**config.mk**
```make
export PLATFORM = sky130hd
export DESIGN_NAME = call_argument_slot_allocator_unit
export DESIGN_NICKNAME = d
export VERILOG_FILES = /design/src/hw/rtl/casa_pkg.sv /design/src/hw/rtl/call_argument_slot_allocator_unit.sv
export SDC_FILE = /design/constraint.sdc
export NUM_CORES = 1
export LEC_CHECK = 0
export ABC_AREA = 1
export ABC_CLOCK_PERIOD_IN_PS = 8180
export BUFFER_PORTS_ARGS = -buffer_cell sky130_fd_sc_hd__buf_2
export CAP_MARGIN = 20
export CORE_MARGIN = 4
export CORE_UTILIZATION = 40
export DETAILED_ROUTE_END_ITERATION = 16
export GPL_ROUTABILITY_DRIVEN = 0
export GPL_TIMING_DRIVEN = 0
export PLACE_DENSITY = 0.63
export SLEW_MARGIN = 20
export SYNTH_ARGS = -nofsm -noshare
export SYNTH_HDL_FRONTEND = slang
export SYNTH_SLANG_ARGS = --single-unit
```
**constraint.sdc**
```tcl
create_clock -name clk -period 8.18 [get_ports clk]
set_input_delay 0.409 -clock clk [delete_from_list [all_inputs] [get_ports clk]]
set_output_delay 0.409 -clock clk [all_outputs]
set_load 0.05 [all_outputs]
```
**src/hw/rtl/casa_pkg.sv**
```systemverilog
// ----------------------------------------------------------------------------
// casa_pkg
// Shared types, codes and default sizes for the call argument slot allocator.
// ----------------------------------------------------------------------------
package casa_pkg;

	// Default sizes of the register files and counters
	localparam int CORE_ARG_REGS_DEF     = 4;
	localparam int VFP_ARG_REGS_DEF      = 16;
	localparam int MAX_ARGS_DEF          = 256;
	localparam int STACK_OFFSET_BITS_DEF = 16;

	// Structs above this size go by hidden pointer on the callee side
	localparam logic [9:0] BIG_STRUCT_BYTES = 10'd16;

	// Reset value of the stack alignment register
	localparam logic [2:0] STACK_ALIGN_RESET = 3'd3;
	localparam logic [2:0] STACK_ALIGN_MIN   = 3'd2;
	localparam logic [2:0] STACK_ALIGN_MAX   = 3'd6;

	// Configuration register indexes
	typedef enum logic [1:0] {
		CFG_HARD_FLOAT  = 2'd0,
		CFG_VARIADIC    = 2'd1,
		CFG_STACK_ALIGN = 2'd2,
		CFG_CALLEE_SIDE = 2'd3
	} cfg_index_t;

	// Argument kinds
	localparam logic [1:0] KIND_WORD   = 2'd0;
	localparam logic [1:0] KIND_DWORD  = 2'd1;
	localparam logic [1:0] KIND_STRUCT = 2'd2;

	// Location kinds
	typedef enum logic [1:0] {
		LOC_REG   = 2'd0,
		LOC_STACK = 2'd1,
		LOC_SPLIT = 2'd2,
		LOC_VFP   = 2'd3
	} loc_kind_t;

endpackage

```
**src/hw/rtl/call_argument_slot_allocator_unit.sv**
```systemverilog
// ----------------------------------------------------------------------------
// call_argument_slot_allocator_unit
// Places procedure-call arguments in core registers, VFP registers or the
// outgoing stack area, one descriptor per cycle while in_stall is low.
//
//   channel  direction  handshake             payload
//   in       input      in_valid / in_stall   new_call, arg_pos, arg_kind,
//                                             fp_arg, arg_size, arg_align
//   out      output     out_valid / out_stall loc_kind, first_reg, num_regs,
//                                             stack_offset, stack_part_bytes,
//                                             loc_size, invisible_ref,
//                                             total_stack_bytes, args_seen,
//                                             stack_overflow
//   cfg      input      cfg_valid / cfg_ready cfg_index, cfg_data
//
// One descriptor per cycle while in_stall is low; its result passes through the
// input register and the result register and transfers while out_stall is low.
// The placement counters update in the same single pass from the input
// register to the result register, so the next descriptor sees them at once.
// Reset clears the counters and loads the configuration defaults.
// out_stall holds the result register and reaches in_stall only when both
// registers are full.
// ----------------------------------------------------------------------------
module call_argument_slot_allocator_unit #(
	parameter int CORE_ARG_REGS     = casa_pkg::CORE_ARG_REGS_DEF,
	parameter int VFP_ARG_REGS      = casa_pkg::VFP_ARG_REGS_DEF,
	parameter int MAX_ARGS          = casa_pkg::MAX_ARGS_DEF,
	parameter int STACK_OFFSET_BITS = casa_pkg::STACK_OFFSET_BITS_DEF
) (
	input  logic        clk,
	input  logic        arst_n,

	input  logic        in_valid,
	output logic        in_stall,
	input  logic        new_call,
	input  logic [7:0]  arg_pos,
	input  logic [1:0]  arg_kind,
	input  logic        fp_arg,
	input  logic [9:0]  arg_size,
	input  logic [4:0]  arg_align,

	output logic        out_valid,
	input  logic        out_stall,
	output logic [1:0]  loc_kind,
	output logic [3:0]  first_reg,
	output logic [2:0]  num_regs,
	output logic [15:0] stack_offset,
	output logic [9:0]  stack_part_bytes,
	output logic [9:0]  loc_size,
	output logic        invisible_ref,
	output logic [15:0] total_stack_bytes,
	output logic [8:0]  args_seen,
	output logic        stack_overflow,

	input  logic        cfg_valid,
	output logic        cfg_ready,
	input  logic [1:0]  cfg_index,
	input  logic [2:0]  cfg_data
);

	localparam int SB       = STACK_OFFSET_BITS;
	localparam int W        = SB + 11;
	localparam int NCW      = $clog2(CORE_ARG_REGS + 2);
	localparam int NVW      = $clog2(VFP_ARG_REGS + 1);
	localparam int ACNT_LIM = (MAX_ARGS > 256) ? 256 : MAX_ARGS;

	localparam logic [W-1:0]   STK_MAX = {{11{1'b0}}, {SB{1'b1}}};
	localparam logic [NCW-1:0] CORE_N  = NCW'(CORE_ARG_REGS);
	localparam logic [NVW-1:0] VFP_N   = NVW'(VFP_ARG_REGS);
	localparam logic [8:0]     ACNT_N  = 9'(ACNT_LIM);

	// Configuration registers
	logic       hard_float_q;
	logic       variadic_q;
	logic [2:0] stack_align_q;
	logic       callee_side_q;

	// Placement state
	logic [NCW-1:0] next_core_q;
	logic [NVW-1:0] next_vfp_q;
	logic [SB-1:0]  next_stack_q;
	logic [8:0]     arg_count_q;

	// Input register
	logic       valid_s1;
	logic       new_call_s1;
	logic [7:0] arg_pos_s1;
	logic [1:0] arg_kind_s1;
	logic       fp_arg_s1;
	logic [9:0] arg_size_s1;
	logic [4:0] arg_align_s1;

	// Result register
	logic                valid_s2;
	casa_pkg::loc_kind_t loc_kind_s2;
	logic [3:0]          first_reg_s2;
	logic [2:0]          num_regs_s2;
	logic [15:0]         stack_offset_s2;
	logic [9:0]          stack_part_s2;
	logic [9:0]          loc_size_s2;
	logic                iref_s2;
	logic [15:0]         total_s2;
	logic [8:0]          args_seen_s2;
	logic                overflow_s2;

	// Single-pass placement results
	casa_pkg::loc_kind_t lkind;
	logic [3:0]          rbase;
	logic [2:0]          rcount;
	logic [SB-1:0]       soff;
	logic [10:0]         spart;
	logic [9:0]          lsize;
	logic                iref;
	logic [SB-1:0]       total;
	logic                ov;
	logic [NCW-1:0]      nc_nxt;
	logic [NVW-1:0]      nv_nxt;
	logic [SB-1:0]       ns_nxt;
	logic [8:0]          ac_nxt;

	logic adv_s1;
	logic load_s1;
	logic cfg_we;

	assign adv_s1   = !valid_s2 || !out_stall;
	assign in_stall = valid_s1 && !adv_s1;
	assign load_s1  = in_valid && !in_stall;
	assign cfg_ready = 1'b1;
	assign cfg_we   = cfg_valid && cfg_ready;

	// Place one argument against the current counters
	always_comb begin
		logic [NCW-1:0] nc0;
		logic [NCW-1:0] nce;
		logic [NCW-1:0] ncs;
		logic [NCW-1:0] avail;
		logic [NVW-1:0] nv0;
		logic [SB-1:0]  ns0;
		logic [8:0]     ac0;
		logic [8:0]     idx1;
		logic [4:0]     align;
		logic [3:0]     amask;
		logic [10:0]    slot;
		logic [8:0]     words;
		logic           vfp_sel;
		logic           do_stk;
		logic [3:0]     rmask;
		logic [10:0]    add_amt;
		logic [W-1:0]   rnd;
		logic [W-1:0]   base;
		logic [W-1:0]   sum;
		logic [W-1:0]   nxt;
		logic [2:0]     lg;
		logic [6:0]     tmask;
		logic [W-1:0]   trnd;

		// Start of call clears all counters
		nc0 = new_call_s1 ? '0 : next_core_q;
		nv0 = new_call_s1 ? '0 : next_vfp_q;
		ns0 = new_call_s1 ? '0 : next_stack_q;
		ac0 = new_call_s1 ? '0 : arg_count_q;

		// Track highest argument position plus one, saturate at the limit
		idx1   = {1'b0, arg_pos_s1} + 9'd1;
		ac_nxt = (ac0 < idx1) ? idx1 : ac0;
		if (ac_nxt > ACNT_N) begin
			ac_nxt = ACNT_N;
		end

		// Effective alignment: 4, 8 or 16
		if (arg_align_s1 >= 5'd16) begin
			align = 5'd16;
		end else if (arg_align_s1 >= 5'd8) begin
			align = 5'd8;
		end else begin
			align = 5'd4;
		end
		amask = 4'(align - 5'd1);

		slot  = ({1'b0, arg_size_s1} + 11'd3) & ~11'd3;
		words = slot[10:2];
		nce   = nc0 + NCW'(nc0[0]);
		ncs   = (align >= 5'd8 && nc0[0]) ? nc0 + NCW'(1) : nc0;
		avail = CORE_N - ncs;

		vfp_sel = hard_float_q && !variadic_q && fp_arg_s1 && arg_size_s1 == 10'd4;

		lkind   = casa_pkg::LOC_STACK;
		rbase   = '0;
		rcount  = '0;
		spart   = '0;
		lsize   = arg_size_s1;
		iref    = 1'b0;
		nc_nxt  = nc0;
		nv_nxt  = nv0;
		do_stk  = 1'b0;
		rmask   = '0;
		add_amt = '0;

		if (vfp_sel) begin
			if (nv0 < VFP_N) begin
				lkind  = casa_pkg::LOC_VFP;
				rbase  = 4'(nv0);
				rcount = 3'd1;
				nv_nxt = nv0 + NVW'(1);
			end else begin
				do_stk  = 1'b1;
				rmask   = 4'd3;
				add_amt = 11'd4;
			end
		end else begin
			case (arg_kind_s1)
				casa_pkg::KIND_DWORD: begin
					if (11'(nce) + 11'd2 <= 11'(CORE_ARG_REGS)) begin
						lkind  = casa_pkg::LOC_REG;
						rbase  = 4'(nce);
						rcount = 3'd2;
						nc_nxt = nce + NCW'(2);
					end else begin
						do_stk  = 1'b1;
						rmask   = 4'd7;
						add_amt = 11'd8;
						nc_nxt  = CORE_N;
					end
				end
				casa_pkg::KIND_STRUCT: begin
					if (arg_size_s1 > casa_pkg::BIG_STRUCT_BYTES && callee_side_q) begin
						iref  = 1'b1;
						lsize = 10'd4;
						if (nc0 < CORE_N) begin
							lkind  = casa_pkg::LOC_REG;
							rbase  = 4'(nc0);
							rcount = 3'd1;
							nc_nxt = nc0 + NCW'(1);
						end else begin
							do_stk  = 1'b1;
							add_amt = 11'd4;
						end
					end else if (11'(ncs) + 11'(words) <= 11'(CORE_ARG_REGS)) begin
						lkind  = casa_pkg::LOC_REG;
						rbase  = 4'(ncs);
						rcount = 3'(words);
						nc_nxt = ncs + NCW'(words);
					end else if (ncs < CORE_N) begin
						lkind   = casa_pkg::LOC_SPLIT;
						rbase   = 4'(ncs);
						rcount  = 3'(avail);
						spart   = (11'(words) - 11'(avail)) << 2;
						do_stk  = 1'b1;
						rmask   = amask;
						add_amt = spart;
						nc_nxt  = CORE_N;
					end else begin
						do_stk  = 1'b1;
						rmask   = amask;
						add_amt = slot;
						nc_nxt  = CORE_N;
					end
				end
				default: begin
					if (nc0 < CORE_N) begin
						lkind  = casa_pkg::LOC_REG;
						rbase  = 4'(nc0);
						rcount = 3'd1;
						nc_nxt = nc0 + NCW'(1);
					end else begin
						do_stk  = 1'b1;
						rmask   = 4'd3;
						add_amt = 11'd4;
						nc_nxt  = CORE_N;
					end
				end
			endcase
		end

		// Align the stack slot, then reserve it, saturating both steps
		ov   = 1'b0;
		rnd  = (W'(ns0) + W'(rmask)) & ~W'(rmask);
		base = rnd;
		if (rnd > STK_MAX) begin
			base = STK_MAX;
			ov   = 1'b1;
		end
		sum = base + W'(add_amt);
		nxt = sum;
		if (sum > STK_MAX) begin
			nxt = STK_MAX;
			ov  = 1'b1;
		end
		if (!do_stk) begin
			nxt = W'(ns0);
		end
		soff   = do_stk ? SB'(base) : '0;
		ns_nxt = SB'(nxt);

		// Round the stack area to the configured alignment
		lg = stack_align_q;
		if (lg < casa_pkg::STACK_ALIGN_MIN) begin
			lg = casa_pkg::STACK_ALIGN_MIN;
		end
		if (lg > casa_pkg::STACK_ALIGN_MAX) begin
			lg = casa_pkg::STACK_ALIGN_MAX;
		end
		tmask = 7'((8'd1 << lg) - 8'd1);
		trnd  = (W'(ns_nxt) + W'(tmask)) & ~W'(tmask);
		total = SB'(trnd);
		if (trnd > STK_MAX) begin
			total = SB'(STK_MAX);
			ov    = 1'b1;
		end
	end

	// Configuration writes
	always_ff @(posedge clk or negedge arst_n) begin
		if (!arst_n) begin
			hard_float_q  <= 1'b0;
			variadic_q    <= 1'b0;
			stack_align_q <= casa_pkg::STACK_ALIGN_RESET;
			callee_side_q <= 1'b0;
		end else if (cfg_we) begin
			unique case (casa_pkg::cfg_index_t'(cfg_index))
				casa_pkg::CFG_HARD_FLOAT:  hard_float_q  <= cfg_data[0];
				casa_pkg::CFG_VARIADIC:    variadic_q    <= cfg_data[0];
				casa_pkg::CFG_STACK_ALIGN: stack_align_q <= cfg_data;
				casa_pkg::CFG_CALLEE_SIDE: callee_side_q <= cfg_data[0];
				default: ;
			endcase
		end
	end

	// Valid bits and placement counters
	always_ff @(posedge clk or negedge arst_n) begin
		if (!arst_n) begin
			valid_s1     <= 1'b0;
			valid_s2     <= 1'b0;
			next_core_q  <= '0;
			next_vfp_q   <= '0;
			next_stack_q <= '0;
			arg_count_q  <= '0;
		end else begin
			if (adv_s1) begin
				valid_s2 <= valid_s1;
			end
			if (load_s1) begin
				valid_s1 <= 1'b1;
			end else if (adv_s1) begin
				valid_s1 <= 1'b0;
			end
			if (valid_s1 && adv_s1) begin
				next_core_q  <= nc_nxt;
				next_vfp_q   <= nv_nxt;
				next_stack_q <= ns_nxt;
				arg_count_q  <= ac_nxt;
			end
		end
	end

	// Capture the descriptor on transfer
	always_ff @(posedge clk) begin
		if (load_s1) begin
			new_call_s1  <= new_call;
			arg_pos_s1   <= arg_pos;
			arg_kind_s1  <= arg_kind;
			fp_arg_s1    <= fp_arg;
			arg_size_s1  <= arg_size;
			arg_align_s1 <= arg_align;
		end
	end

	// Hold the result until it is taken
	always_ff @(posedge clk) begin
		if (valid_s1 && adv_s1) begin
			loc_kind_s2     <= lkind;
			first_reg_s2    <= rbase;
			num_regs_s2     <= rcount;
			stack_offset_s2 <= 16'(soff);
			stack_part_s2   <= spart[9:0];
			loc_size_s2     <= lsize;
			iref_s2         <= iref;
			total_s2        <= 16'(total);
			args_seen_s2    <= ac_nxt;
			overflow_s2     <= ov;
		end
	end

	assign out_valid         = valid_s2;
	assign loc_kind          = loc_kind_s2;
	assign first_reg         = first_reg_s2;
	assign num_regs          = num_regs_s2;
	assign stack_offset      = stack_offset_s2;
	assign stack_part_bytes  = stack_part_s2;
	assign loc_size          = loc_size_s2;
	assign invisible_ref     = iref_s2;
	assign total_stack_bytes = total_s2;
	assign args_seen         = args_seen_s2;
	assign stack_overflow    = overflow_s2;

`ifndef SYNTHESIS
	a_core_bound: assert property (@(posedge clk) disable iff (!arst_n)
		next_core_q <= CORE_N)
		else $error("core register counter past the last register");

	a_vfp_bound: assert property (@(posedge clk) disable iff (!arst_n)
		next_vfp_q <= VFP_N)
		else $error("VFP register counter past the last register");

	a_full_stall: assert property (@(posedge clk) disable iff (!arst_n)
		valid_s1 && valid_s2 && out_stall |-> in_stall)
		else $error("input taken while both registers are full and stalled");

	a_vfp_result: assert property (@(posedge clk) disable iff (!arst_n)
		out_valid && loc_kind == casa_pkg::LOC_VFP |->
			num_regs == 3'd1 && stack_offset == 16'd0 && !invisible_ref)
		else $error("VFP placement with bad register count or stack part");

	a_iref_size: assert property (@(posedge clk) disable iff (!arst_n)
		out_valid && invisible_ref |-> loc_size == 10'd4 && stack_part_bytes == 10'd0)
		else $error("hidden reference with wrong size");
`endif

endmodule
```
* Yosys cells after proc, flatten, opt, wreduce, memory -nomap -nowiden *
Index checks and enable logic that the tools add are counted.

storage, ports and cells
  logic and storage cells = 172
  output and inout bits = 75
  bits in registers = 140

cells by class
  shift-type cells = 1
  bitwise operators = 6
  $add $sub $neg = 16
  equality and inequality tests = 6
  reductions and logical operators = 24
  order comparisons = 16
  muxes and demuxes = 76

operators by type and width
  kind                                                               count
  greater-than comparator 27 x 16 -> 1 bit, second input constant    3
  2-to-1 mux 3 bit                                                   21
  bitwise AND 17 x 27 -> 27 bit                                      2
  2-to-1 mux 16 bit                                                  3
  2-to-1 mux 11 bit                                                  4
  2-to-1 mux 4 bit                                                   8
  2-to-1 mux 10 bit                                                  3
  adder 27 x 11 -> 27 bit                                            1
  2-to-1 mux 27 bit                                                  1
  2-to-1 mux 9 bit                                                   3
  NOT 4 -> 27 bit                                                    1
  NOT 7 -> 27 bit                                                    1
  one-hot mux 11 bit (2 select lines)                                1
  2-to-1 mux 5 bit                                                   4
  adder 16 x 4 -> 17 bit                                             1
  adder 16 x 7 -> 17 bit                                             1
  2-to-1 mux 2 bit                                                   8
  one-hot mux 4 bit (2 select lines)                                 2
  2-to-1 mux 1 bit                                                   14
  one-hot mux 3 bit (2 select lines)                                 2
  adder 10 x 2 -> 11 bit, second input constant                      1
  adder 3 x 9 -> 10 bit                                              1
  equality test 10 x 3 -> 1 bit, second input constant               1
  greater-or-equal comparator 5 x 4 -> 1 bit, second input constant  2
  36 further kinds                                                   56

* Longest topological paths before layout *
Gate-level depths: netlist of run 1.

  word-level depth = 24
  mapped depth = 61

* Worst setup path after synthesis of run 1 *
OpenSTA, ideal clock, no wires.

  path kind = reg-to-reg
  start = register new_call_s1
  end = register overflow_s2, in the netlist stack_overflow (data pin)
  cell stages (with the launch flop) = 60
  path slack = -412 ps
  path buffers = 5
  data required time = 7,911 ps
  setup time = 269 ps
  data arrival time = 8,323 ps
  clock period less this slack = 8,592 ps
  cell sequence = edfxtp_1 -> buf_2 -> buf_1 -> nor2_1 -> nand2_1 -> ha_1 -> o21ai_1 -> inv_1 -> ha_1 -> inv_1 -> nand2_1 -> nand3_1 -> nand2_1 -> nor2_1 -> nand3_2 -> nand2_2 -> nand2_2 -> nand2_2 -> [... 24 more ...] -> nand2_1 -> inv_1 -> a21oi_1 -> ha_1 -> a21oi_1 -> o31ai_1 -> and2_1 -> o21ai_0 -> nand2_1 -> a21oi_1 -> inv_1 -> nand3_1 -> nor2_4 -> nand2_2 -> nor2_4 -> nand3_2 -> buf_6 -> nand3_2

on the way
  word-level cells in the longest chain between the ends = 21

ends and longest elaborated chain
  element                                                    line                                      source
  from (decl)                                                call_argument_slot_allocator_unit.sv:86   logic new_call_s1;
  from (signal assigned)                                     call_argument_slot_allocator_unit.sv:361  new_call_s1 <= new_call;
  2-to-1 mux 3 bit                                           call_argument_slot_allocator_unit.sv:158  nc0 = new_call_s1 ? '0 : next_core_q;
  adder 3 x 1 -> 3 bit or logical AND 1 bit (tied branches)  call_argument_slot_allocator_unit.sv:183  ncs = (align >= 5'd8 && nc0[0]) ? nc0 + NCW'(1) : nc0;
  2-to-1 mux 3 bit                                           call_argument_slot_allocator_unit.sv:183
  adder 3 x 9 -> 10 bit                                      call_argument_slot_allocator_unit.sv:239  end else if (11'(ncs) + 11'(words) <= 11'(CORE_ARG_REGS)) begin
  less-or-equal comparator 10 x 3 -> 1 bit                   call_argument_slot_allocator_unit.sv:239
  2-to-1 mux 4 bit                                           call_argument_slot_allocator_unit.sv:239
  2-to-1 mux 4 bit                                           call_argument_slot_allocator_unit.sv:227  if (arg_size_s1 > casa_pkg::BIG_STRUCT_BYTES && callee_side_q) begin
  one-hot mux 4 bit (2 select lines)                         call_argument_slot_allocator_unit.sv:212  case (arg_kind_s1)
  [... 6 more ...]                                           --
  greater-than comparator 27 x 16 -> 1 bit                   call_argument_slot_allocator_unit.sv:286  if (sum > STK_MAX) begin
  2-to-1 mux 16 bit                                          call_argument_slot_allocator_unit.sv:286
  2-to-1 mux 16 bit *                                        call_argument_slot_allocator_unit.sv:290  if (!do_stk) begin
  net ns_nxt[3]                                              call_argument_slot_allocator_unit.sv:118  logic [SB-1:0] ns_nxt;
  adder 16 x 7 -> 17 bit *                                   call_argument_slot_allocator_unit.sv:305  trnd = (W'(ns_nxt) + W'(tmask)) & ~W'(tmask);
  bitwise AND 17 x 27 -> 27 bit *                            call_argument_slot_allocator_unit.sv:305
  greater-than comparator 27 x 16 -> 1 bit *                 call_argument_slot_allocator_unit.sv:307  if (trnd > STK_MAX) begin
  OR reduction 2 bit (no source line) *                      --
  to (signal assigned)                                       call_argument_slot_allocator_unit.sv:382  overflow_s2 <= ov;
  to (decl)                                                  call_argument_slot_allocator_unit.sv:104  logic overflow_s2;

Mark *: on every way through the listed nets, which the timed path passes. The rest lies on a longest branch.
A chain may end at the register's enable or synchronous reset.

* Worst setup path after layout of run 1 *
  start = register new_call_s1
  end = register total_s2[4], in the netlist total_stack_bytes[4] (data pin)

on the way
  word-level cells in the longest chain between the ends = 20

ends and longest elaborated chain
  element                                                    line                                      source
  2-to-1 mux 3 bit                                           call_argument_slot_allocator_unit.sv:158
  adder 3 x 1 -> 3 bit or logical AND 1 bit (tied branches)  call_argument_slot_allocator_unit.sv:183
  2-to-1 mux 3 bit                                           call_argument_slot_allocator_unit.sv:183
  adder 3 x 9 -> 10 bit                                      call_argument_slot_allocator_unit.sv:239
  less-or-equal comparator 10 x 3 -> 1 bit                   call_argument_slot_allocator_unit.sv:239
  2-to-1 mux 4 bit                                           call_argument_slot_allocator_unit.sv:239
  2-to-1 mux 4 bit                                           call_argument_slot_allocator_unit.sv:227
  one-hot mux 4 bit (2 select lines)                         call_argument_slot_allocator_unit.sv:212
  [... 5 more ...]                                           --
  adder 27 x 11 -> 27 bit                                    call_argument_slot_allocator_unit.sv:284  sum = base + W'(add_amt);
  greater-than comparator 27 x 16 -> 1 bit                   call_argument_slot_allocator_unit.sv:286
  2-to-1 mux 16 bit                                          call_argument_slot_allocator_unit.sv:286
  2-to-1 mux 16 bit *                                        call_argument_slot_allocator_unit.sv:290
  net ns_nxt[1]                                              call_argument_slot_allocator_unit.sv:118
  adder 16 x 7 -> 17 bit *                                   call_argument_slot_allocator_unit.sv:305
  bitwise AND 17 x 27 -> 27 bit *                            call_argument_slot_allocator_unit.sv:305
  greater-than comparator 27 x 16 -> 1 bit                   call_argument_slot_allocator_unit.sv:307
  to (signal assigned)                                       call_argument_slot_allocator_unit.sv:380  total_s2 <= 16'(total);
  to (decl)                                                  call_argument_slot_allocator_unit.sv:102  logic [15:0] total_s2;

Marked as above.

==> insert_results.sql, run 1 <==
INSERT INTO impl_metrics (metric_group, metric, value, unit) VALUES
('worst_setup_path', 'worst_r2r_startpoint', 'new_call_s1$_DFFE_PP_', ''),
('worst_setup_path', 'crit_path_max_fanout', '10', ''),
('yosys', 'synth_warnings', '0', ''),
('job', 'max-cap-violations', '0', ''),
('timing', 'min_period_over_period', '95.4', '%'),
('timing', 'worst_hold_slack', '148', 'ps'),
('timing', 'final_setup_viols', '0', ''),
('route', 'postRouteWirelength', '21900', 'µm'),
('layout', 'syn2layout_area_growth', '27.5', '%'),
('worst_setup_path', 'cp_data_arrival_time', '8110', 'ps'),
('pwr', 'ir_drop', '0.170', 'mV'),
('yosys', 'synth_sequential_area_ratio', '45.4', '%'),
('layout', 'number_of_diodes', '0', ''),
('worst_setup_path', 'cp-start-kind', 'flip-flop', ''),
('timing', 'final-hold-violation-count', '0', ''),
('worst_setup_path', 'critical-path-top-cell-by-count', 'sky130_fd_sc_hd__nand2_2', ''),
('pwr', 'static-leakage-power', '5.08', 'nW'),
('global_route', 'grt_max_degree', '49', ''),
('layout', 'fillCellCount', '1972', ''),
('worst_setup_path', 'rr_endpoint', 'total_stack_bytes[4]$_SDFFCE_PN1P_', ''),
('floorplanning', 'floorplan.initialDensity', '40.5', '%'),
('worst_setup_path', 'slowest_delay', '490', 'ps'),
('clock_tree', 'tritoncts.num_buffers', '17', ''),
('yosys', 'synth.top_cells.by_area', 'sky130_fd_sc_hd__edfxtp_1 33%, sky130_fd_sc_hd__dfrtp_1 11%, sky130_fd_sc_hd__nand2_1 8.5%', ''),
('worst_setup_path', 'worst_setup_path_end_kind', 'flip-flop', ''),
('yosys', 'yosys.area.top_type', 'sky130_fd_sc_hd__edfxtp_1', ''),
('timing', 'max_frequency', '128', 'MHz'),
('place', 'placed_instance_area', '9410', 'µm²'),
('worst_setup_path', 'critPathLaunch', 'new_call_s1$_DFFE_PP_', ''),
('timing', 'final.setup_skew', '15.8', 'ps'),
('place', 'placed_cells', '1406', ''),
('place', 'port-buffer-count', '105', ''),
('clock_tree', 'worstSkewPairLatency', '440', 'ps'),
('route', 'num_vias', '7380', ''),
('worst_setup_path', 'worstSetupEndpoint', 'total_stack_bytes[4]$_SDFFCE_PN1P_', ''),
('floorplanning', 'floorplan.die.width', '154', 'µm'),
('layout', 'layout.nets', '1285', ''),
('min_path', 'min_path_type', 'input port to flip-flop', ''),
('run_status', 'run_status', 'complete, no violations', ''),
('clock_tree', 'cts.sink_count', '135', ''),
('yosys', 'edff_count_synth', '94', ''),
('timing', 'timing_worst_slew_pin_value', '916', 'ps'),
('clock_tree', 'clk_pin_slew_worst_paths', '60', 'ps'),
('layout', 'multi_input_comb_area', '4260', 'µm²'),
('floorplanning', 'placementRows', '53', ''),
('timing', 'timing.slew.headroom', '38.9', '%'),
('clock_tree', 'cts_tree', 'built', ''),
('worst_setup_path', 'cp.required', '8480', 'ps'),
('layout', 'post_layout_nonfiller_instances', '1492', ''),
('route', 'dr.pass1.iters', '5', ''),
('route', 'drt.antenna.violating_nets', '0', ''),
('floorplanning', 'die_y', '154', 'µm'),
('layout', 'most_common_cell_after_layout_fill_and_taps_aside', 'sky130_fd_sc_hd__nand2_1', ''),
('timing', 'timing.final.crit_period', '7810', 'ps'),
('route', 'route.detailed.drc', '0', ''),
('floorplanning', 'ios', '112', ''),
('yosys', 'mappedNetlistArea', '8490', 'µm²'),
('route', 'route.detailed.wl_per_inst', '14.7', 'µm'),
('clock_tree', 'ctsHtreeMaxLevel', '4', ''),
('place', 'post-place-ws', '-1610', 'ps'),
('yosys', 'ys_ff_latch', '135', ''),
('global_route', 'antenna_found_initial', '0', ''),
('yosys', 'share_of_the_synthesized_area_in_the_top_cell_type', '33.2', '%'),
('timing', 'fin_tns_setup', '0', 'ps'),
('worst_setup_path', 'timing.reg2reg.worst_path_depth', '55', ''),
('pwr', 'power_density', '264', 'nW/µm²'),
('yosys', 'yosys.cell_types.count', '60', ''),
('layout', 'layout-drive-gt1-share', '26.5', '%'),
('yosys', 'synth_async_sr_flop_share', '30.4', '%'),
('timing', 'worst_slack', '372', 'ps'),
('route', 'avgViaCountPerCell', '4.95', '');
-- worst max-delay path, delay by kind of cell, from the launching register on --
kind / cells / cell delay [ps]
AOI/OAI and AO/OA: 11 / 1520
adders and majority gates: 5 / 1540
buffers and inverters: 10 / 990
and+or+nand+nor: 29 / 3200
DFF: 1 / 380
-- Yosys cell counts (all sizes together), types with 4 or more instances --
cell,number
xnor2,10
ha,40
nor4,5
xor2,18
edfxtp,94
nor2,142
a21oi,54
buf,10
fa,4
o22ai,9
o211ai,7
nand4,22
o21ai,58
inv,171
nand3,54
clkbuf,12
dfrtp,39
a22oi,7
o21bai,4
nor3,6
nand2,222
-- what timing repair did --
action                                 CTS  global route
buffers inserted                        23            29
cloned                                   1             0
endpoints found under the hold margin    0            11
pin swaps                               16            44
hold buffers                             0             1
setup endpoints to repair               17            17
resized for setup                       55            48
-- power breakdown --
group | total [mW] | internal, mW | leakage (nW) | switching [mW]
sequential | 0.935 | 0.885 | 1.44 | 0.0500
clock | 0.743 | 0.437 | 0.270 | 0.306
combinational | 1.18 | 0.370 | 3.37 | 0.808
-- cell families (layout without fill, tap and decap cells) --
logic type               count (synthesis)  count (layout)  share of synthesized area (%)
XOR/XNOR                                28              28                           2.89
multiplexers                             2               2                          0.265
adder cells (fa/ha/maj)                 44              44                           6.84
AND/OR/NAND/NOR                        458             458                           24.7
AO/OA/AOI/OAI                          158             158                           10.9
buffers and inverters                  194             386                           8.95
other                                    2               6                         0.0885
flip-flops                             135             135                           45.4
-- layer usage --
metal	part of all wire (%)	track usage [%]	routed length, µm	vias to the layer above
li1	-	-	-	3729
met1	46	24.5	9980	3413
met2	47	29.5	10300	211
met3	5.8	4.17	1270	27
met4	1.5	5.63	326	0
met5	0	0	0	-
-- worst min path at each step --
stage,start,to,slack [ps],depth (start not counted)
floorplan,arst_n,arg_count_q[0]$_DFFE_PN0P_,110,0
global placement,valid_s1$_DFFE_PN0P_,out_valid$_DFFE_PN0N_,450,2
detailed placement,valid_s1$_DFFE_PN0P_,out_valid$_DFFE_PN0N_,460,2
CTS,arg_align[3],arg_align_s1[3]$_DFFE_PP_,140,1
global route,arg_align[3],arg_align_s1[3]$_DFFE_PP_,140,1
finish,arg_size[0],arg_size_s1[0]$_DFFE_PP_,150,1
-- per-stage QoR --
step / utilization, % / total power [mW]
global route: 51.7 / 3.03
global placement: 44.8 / 1.97
floorplan: - / 1.74
CTS: 49.7 / 2.79
finish: 51.7 / 2.85
detailed placement: 44.9 / 1.98
-- area by class of cell --
type	count	area share, %
multi-input combinational	696	39.3
clock inverter	10	0.878
sequential	135	35.6
inverter	172	6.01
buffer	21	1.50
tap	275	3.18
clock buffer	22	4.30
timing repair buffer	161	9.21
(Power assumes the default switching activity.)
==> run 2, diff against run 1 <==
==> constraint.sdc (replaced) <==
create_clock -name clk -period 8.18 [get_ports clk]
set_input_delay 1.636 -clock clk [delete_from_list [all_inputs] [get_ports clk]]
set_output_delay 1.636 -clock clk [all_outputs]
set_load 0.05 [all_outputs]
==> insert_results.sql, run 2 (synthesized netlist as in run 1, its figures left out) <==
INSERT INTO impl_metrics (metric_group, metric, value, unit) VALUES
('layout', 'number_of_diodes', '0', ''),
('timing', 'min_period_over_period', '95.4', '%'),
('layout', 'layout-drive-gt1-share', '26.6', '%'),
('worst_setup_path', 'timing.reg2reg.worst_path_depth', '55', ''),
('route', 'postRouteWirelength', '21900', 'µm'),
('clock_tree', 'clk_pin_slew_worst_paths', '60', 'ps'),
('clock_tree', 'tritoncts.num_buffers', '17', ''),
('timing', 'timing.final.crit_period', '7810', 'ps'),
('floorplanning', 'placementRows', '53', ''),
('route', 'route.detailed.wl_per_inst', '14.7', 'µm'),
('timing', 'max_slew_violation_total_from_the_final_report', '0', ''),
('floorplanning', 'core_area', '21000', 'µm²'),
('worst_setup_path', 'cp-start-kind', 'flip-flop', ''),
('worst_setup_path', 'crit_path_max_fanout', '10', ''),
('job', 'max-cap-violations', '0', ''),
('clock_tree', 'cts.sink_count', '135', ''),
('route', 'avgViaCountPerCell', '4.94', ''),
('timing', 'final.setup_skew', '15.8', 'ps'),
('timing', 'max_frequency', '128', 'MHz'),
('layout', 'layout.nets', '1284', ''),
('min_path', 'hp-start', 'valid_s1$_DFFE_PN0P_', ''),
('run_status', 'run_status', 'complete, no violations', ''),
('layout', 'syn2layout_area_growth', '27.4', '%'),
('clock_tree', 'ctsHtreeMaxLevel', '4', ''),
('floorplanning', 'die_y', '154', 'µm'),
('place', 'port-buffer-count', '105', ''),
('worst_setup_path', 'slowest_delay', '490', 'ps'),
('route', 'drt.antenna.violating_nets', '0', ''),
('global_route', 'grt_max_degree', '49', ''),
('floorplanning', 'floorplan.initialDensity', '40.5', '%'),
('timing', 'final-hold-violation-count', '0', ''),
('timing', 'timing_worst_slew_pin_value', '916', 'ps'),
('pwr', 'power_density', '264', 'nW/µm²'),
('layout', 'most_common_cell_after_layout_fill_and_taps_aside', 'sky130_fd_sc_hd__nand2_1', ''),
('timing', 'timing.slew.headroom', '38.8', '%'),
('global_route', 'grt_pass1_wl', '34700', 'µm'),
('clock_tree', 'max_clock_buf_depth', '2', ''),
('min_path', 'hold_path_end', 'out_valid$_DFFE_PN0N_', ''),
('route', 'detail_route.iter0.violations', '486', ''),
('min_path', 'min_path_type', 'flip-flop to flip-flop', ''),
('worst_setup_path', 'worst_r2r_startpoint', 'new_call_s1$_DFFE_PP_', ''),
('pwr', 'static-leakage-power', '5.08', 'nW'),
('place', 'post-place-ws', '-1610', 'ps'),
('timing', 'worst_hold_slack', '473', 'ps'),
('route', 'route.detailed.drc', '0', ''),
('global_route', 'grt_overflow', '0', ''),
('clock_tree', 'cts_tree', 'built', ''),
('clock_tree', 'worstSkewPairLatency', '440', 'ps'),
('floorplanning', 'floorplan.die.width', '154', 'µm'),
('worst_setup_path', 'cp.required', '8480', 'ps'),
('worst_setup_path', 'cp_data_arrival_time', '8110', 'ps'),
('worst_setup_path', 'reg2reg_slack', '370', 'ps'),
('layout', 'layout.cells.most_common_list', '186 x sky130_fd_sc_hd__nand2_1, 158 x sky130_fd_sc_hd__inv_1, 122 x sky130_fd_sc_hd__nor2_1', ''),
('floorplanning', 'ios', '112', ''),
('worst_setup_path', 'critical-path-top-cell-by-count', 'sky130_fd_sc_hd__nand2_2', ''),
('min_path', 'hold-path-cell-count', '2', ''),
('route', 'num_vias', '7363', ''),
('floorplanning', 'design.die.area', '23600', 'µm²'),
('worst_setup_path', 'worst_setup_path_end_kind', 'flip-flop', ''),
('pwr', 'ir_drop', '0.170', 'mV'),
('global_route', 'grt_use_total', '18.2', '%'),
('global_route', 'antenna_found_initial', '0', ''),
('route', 'dr.pass1.iters', '5', ''),
('timing', 'worst_slack', '374', 'ps'),
('timing', 'final_setup_viols', '0', ''),
('layout', 'finalCoreUtilization', '51.6', '%'),
('global_route', 'number_of_global_route_vias_before_repair', '7059', ''),
('place', 'dp_hpwl', '15600', 'µm'),
('clock_tree', 'ctsRootBufferMaster', 'sky130_fd_sc_hd__clkbuf_16', ''),
('worst_setup_path', 'critical-path-slowest-cell', 'sky130_fd_sc_hd__or3b_2', ''),
('worst_setup_path', 'rr_endpoint', 'total_stack_bytes[4]$_SDFFCE_PN1P_', ''),
('worst_setup_path', 'worstSetupPathType', 'flip-flop to flip-flop', '');
run 2: changes by cell type in the layout (fill, tap and decap cells not counted), sizes merged:
cell,before,now
dlygate4sd3,1,0
run 2: worst max-delay path, delay by kind of cell (launching register included):
| kind | cells | cell delay, ps |
|---|---|---|
| DFF | 1 | 380 |
| adders and majority gates | 5 | 1540 |
| AOI/OAI and AO/OA | 11 | 1500 |
| and+or+nand+nor | 29 | 3190 |
| buffers and inverters | 10 | 990 |
run 2: area by class of cell:
type,instances,area [µm²]
plain buffers,21,163
clock buffers,22,465
clock inverters,10,95.1
fillers,1971,10100
inverters,172,651
multi-input cells,696,4260
flip-flops and latches,135,3850
well taps,275,344
repair buffers,160,987
run 2: through the flow:
stage	std cells	total power, mW	setup TNS (ps)	instance area (µm²)
3_5_place_dp	1406	1.98	-25970	9410
5_1_grt	1491	3.03	-911	10800
4_1_cts	1462	2.79	0	10400
2_1_floorplan	1025	1.74	0	8520
3_3_place_gp	1405	1.97	-24030	9390
6_report	1491	2.85	0	10800
run 2: what timing repair did:
action,4_1_cts,5_1_grt
resized for setup,55,48
gates cloned,1,0
buffers inserted,23,29
setup endpoints to repair,17,17
pin swaps,16,44
hold buffers,0,0
run 2: worst max-delay path by stage:
stage | end | cells after the start | from
detailed placement | stack_overflow$_SDFFCE_PP1P_ | 58 | new_call_s1$_DFFE_PP_
floorplan | stack_overflow$_SDFFCE_PP1P_ | 59 | new_call_s1$_DFFE_PP_
finish | total_stack_bytes[4]$_SDFFCE_PN1P_ | 55 | new_call_s1$_DFFE_PP_
global route | total_stack_bytes[4]$_SDFFCE_PN1P_ | 57 | new_call_s1$_DFFE_PP_
CTS | total_stack_bytes[10]$_SDFFCE_PN1P_ | 57 | new_call_s1$_DFFE_PP_
global placement | stack_overflow$_SDFFCE_PP1P_ | 58 | new_call_s1$_DFFE_PP_
run 2: where the power goes:
group / leakage [nW] / internal, mW / switching (mW)
registers: 1.44 / 0.885 / 0.0500
logic: 3.37 / 0.369 / 0.808
clock network: 0.270 / 0.437 / 0.305
run 2: per-layer routing:
metal / GRT usage [%] / part of all wire, %
met5: 0 / 0
met4: 5.63 / 1.5
met3: 4.17 / 5.6
met2: 29.5 / 47
met1: 24.5 / 46
==> run 3, diff against run 2 <==
CTS_BUF_LIST = sky130_fd_sc_hd__clkbuf_16   (was unset)
==> insert_results.sql, run 3 (synthesized netlist as in run 1, its figures left out) <==
INSERT INTO impl_metrics (metric_group, metric, value, unit) VALUES
('timing', 'timing.final.crit_period', '7770', 'ps'),
('place', 'placed_cells', '1406', ''),
('timing', 'min_period_over_period', '95.0', '%'),
('min_path', 'min_path_type', 'flip-flop to flip-flop', ''),
('global_route', 'grt_use_total', '18.2', '%'),
('worst_setup_path', 'critical-path-top-cell-by-count', 'sky130_fd_sc_hd__nand2_2', ''),
('route', 'num_vias', '7320', ''),
('layout', 'layout-drive-gt1-share', '26.6', '%'),
('route', 'route.detailed.wl_per_inst', '14.6', 'µm'),
('clock_tree', 'tritoncts.num_buffers', '17', ''),
('layout', 'post_layout_nonfiller_instances', '1491', ''),
('route', 'avgViaCountPerCell', '4.91', ''),
('run_status', 'run_status', 'complete, no violations', ''),
('route', 'postRouteWirelength', '21800', 'µm'),
('layout', 'finalCoreUtilization', '51.7', '%'),
('pwr', 'power_density', '264', 'nW/µm²'),
('clock_tree', 'ctsHtreeMaxLevel', '4', ''),
('clock_tree', 'cts.sink_count', '135', ''),
('route', 'detail_route.iter0.violations', '572', ''),
('global_route', 'number_of_global_route_vias_before_repair', '7059', ''),
('floorplanning', 'design.die.area', '23600', 'µm²'),
('timing', 'max_slew_violation_total_from_the_final_report', '0', ''),
('global_route', 'antenna_found_initial', '0', ''),
('timing', 'max_frequency', '129', 'MHz'),
('global_route', 'grt_pass1_wl', '34700', 'µm'),
('clock_tree', 'worstSkewPairLatency', '430', 'ps'),
('route', 'drt.antenna.violating_nets', '0', ''),
('route', 'route.detailed.drc', '0', ''),
('worst_setup_path', 'cp.required', '8480', 'ps'),
('timing', 'timing.slew.headroom', '39.0', '%'),
('min_path', 'hold-path-cell-count', '2', ''),
('layout', 'layout.cells.most_common_list', '186 x sky130_fd_sc_hd__nand2_1, 162 x sky130_fd_sc_hd__inv_1, 122 x sky130_fd_sc_hd__nor2_1', ''),
('timing', 'final_setup_viols', '0', ''),
('worst_setup_path', 'cp_data_arrival_time', '8070', 'ps'),
('layout', 'layout.nets', '1284', ''),
('worst_setup_path', 'critical_path_depth', '55', ''),
('job', 'max-cap-violations', '0', ''),
('worst_setup_path', 'cp-start-kind', 'flip-flop', ''),
('place', 'port-buffer-count', '105', ''),
('floorplanning', 'core_area', '21000', 'µm²'),
('global_route', 'grt_overflow', '0', ''),
('floorplanning', 'placementRows', '53', ''),
('layout', 'most_common_cell_after_layout_fill_and_taps_aside', 'sky130_fd_sc_hd__nand2_1', ''),
('pwr', 'total_power', '2.85', 'mW'),
('timing', 'timing_worst_slew_pin_value', '914', 'ps'),
('floorplanning', 'ios', '112', ''),
('layout', 'syn2layout_area_growth', '27.5', '%'),
('worst_setup_path', 'cp_top_family', 'simple AND/OR/NAND/NOR gates', ''),
('worst_setup_path', 'critical-path-slowest-cell', 'sky130_fd_sc_hd__or3b_2', ''),
('place', 'dp_hpwl', '15600', 'µm'),
('floorplanning', 'floorplan.die.width', '154', 'µm'),
('worst_setup_path', 'timing.reg2reg.worst_path_depth', '55', ''),
('global_route', 'grt_max_degree', '49', ''),
('clock_tree', 'clk_pin_slew_worst_paths', '60', 'ps'),
('clock_tree', 'max_clock_buf_depth', '2', ''),
('floorplanning', 'die_y', '154', 'µm'),
('floorplanning', 'floorplan.initialDensity', '40.5', '%'),
('clock_tree', 'post_cts_hold_buffer_count', '0', ''),
('timing', 'final.setup_skew', '16.0', 'ps'),
('worst_setup_path', 'worst_setup_path_end_kind', 'flip-flop', ''),
('worst_setup_path', 'worst_path_buf_inv', '10', ''),
('worst_setup_path', 'slowest_delay', '490', 'ps'),
('worst_setup_path', 'worstSetupPathType', 'flip-flop to flip-flop', ''),
('pwr', 'ir_drop', '0.169', 'mV'),
('clock_tree', 'cts_tree', 'built', ''),
('layout', 'number_of_diodes', '0', ''),
('clock_tree', 'ctsRootBufferMaster', 'sky130_fd_sc_hd__clkbuf_16', ''),
('pwr', 'static-leakage-power', '5.09', 'nW'),
('route', 'dr.pass1.iters', '5', ''),
('worst_setup_path', 'crit_path_max_fanout', '10', ''),
('timing', 'final-hold-violation-count', '0', '');
-- run 3: cell count changes in the layout (fill, tap and decap cells not counted) --
cell / previous run / this run
sky130_fd_sc_hd__inv_1: 158 / 162
sky130_fd_sc_hd__ha_4: 6 / 7
sky130_fd_sc_hd__ha_2: 2 / 1
sky130_fd_sc_hd__clkbuf_1: 12 / 8
-- run 3: tightest hold or removal path, cell delays in order (launching register included) --
cell	delay [ps]
sky130_fd_sc_hd__dfrtp_1	330
sky130_fd_sc_hd__inv_1	60
sky130_fd_sc_hd__nand2_1	60
-- run 3: power breakdown --
group | total (mW) | switching, mW | internal, mW
Combinational | 1.18 | 0.810 | 0.371
Clock | 0.737 | 0.305 | 0.432
Sequential | 0.935 | 0.0500 | 0.885
-- run 3: timing repair --
action,in CTS,in global routing
pin swaps,16,44
resized for setup,55,49
buffers inserted,23,29
setup endpoints to repair,17,17
cloned,1,0
-- run 3: layer usage --
layer | global-route usage, % | routed length, µm | vias to the layer above
li1 | - | - | 3727
met5 | 0 | 0 | -
met2 | 29.5 | 10300 | 170
met3 | 4.17 | 1170 | 31
met1 | 24.5 | 10100 | 3392
met4 | 5.63 | 327 | 0
-- run 3: path summary, 6_finish.rpt --
kind	startpoint	end	slack, ps
worst min register to register	valid_s1$_DFFE_PN0P_	out_valid$_DFFE_PN0N_	480
min in group asynchronous	arst_n	out_valid$_DFFE_PN0N_	1120
worst min-delay path	valid_s1$_DFFE_PN0P_	out_valid$_DFFE_PN0N_	480
worst max-delay path	new_call_s1$_DFFE_PP_	total_stack_bytes[4]$_SDFFCE_PN1P_	410
worst max register to register	new_call_s1$_DFFE_PP_	total_stack_bytes[4]$_SDFFCE_PN1P_	410
max in group asynchronous	arst_n	stack_align_q[0]$_DFFE_PN1P_	6500
-- run 3: layout make-up --
class                   instances  area (µm²)
plain buffers                  21         163
clock buffers                  18         450
clock inverters                14         110
fillers                      1964       10100
inverters                     172         651
multi-input cells             696        4270
flip-flops and latches        135        3850
well taps                     275         344
repair buffers                160         987
-- run 3: through the flow --
step / setup TNS (ps) / instance area (µm²) / hold slack, ps / setup slack, ps
3_5_place_dp: -25970 / 9410 / 461 / -1610
3_3_place_gp: -24030 / 9390 / 450 / -1500
4_1_cts: 0 / 10400 / 475 / 30.0
6_report: 0 / 10800 / 476 / 413
5_1_grt: -903 / 10800 / 504 / -93.0
2_1_floorplan: 0 / 8520 / 434 / 41.6
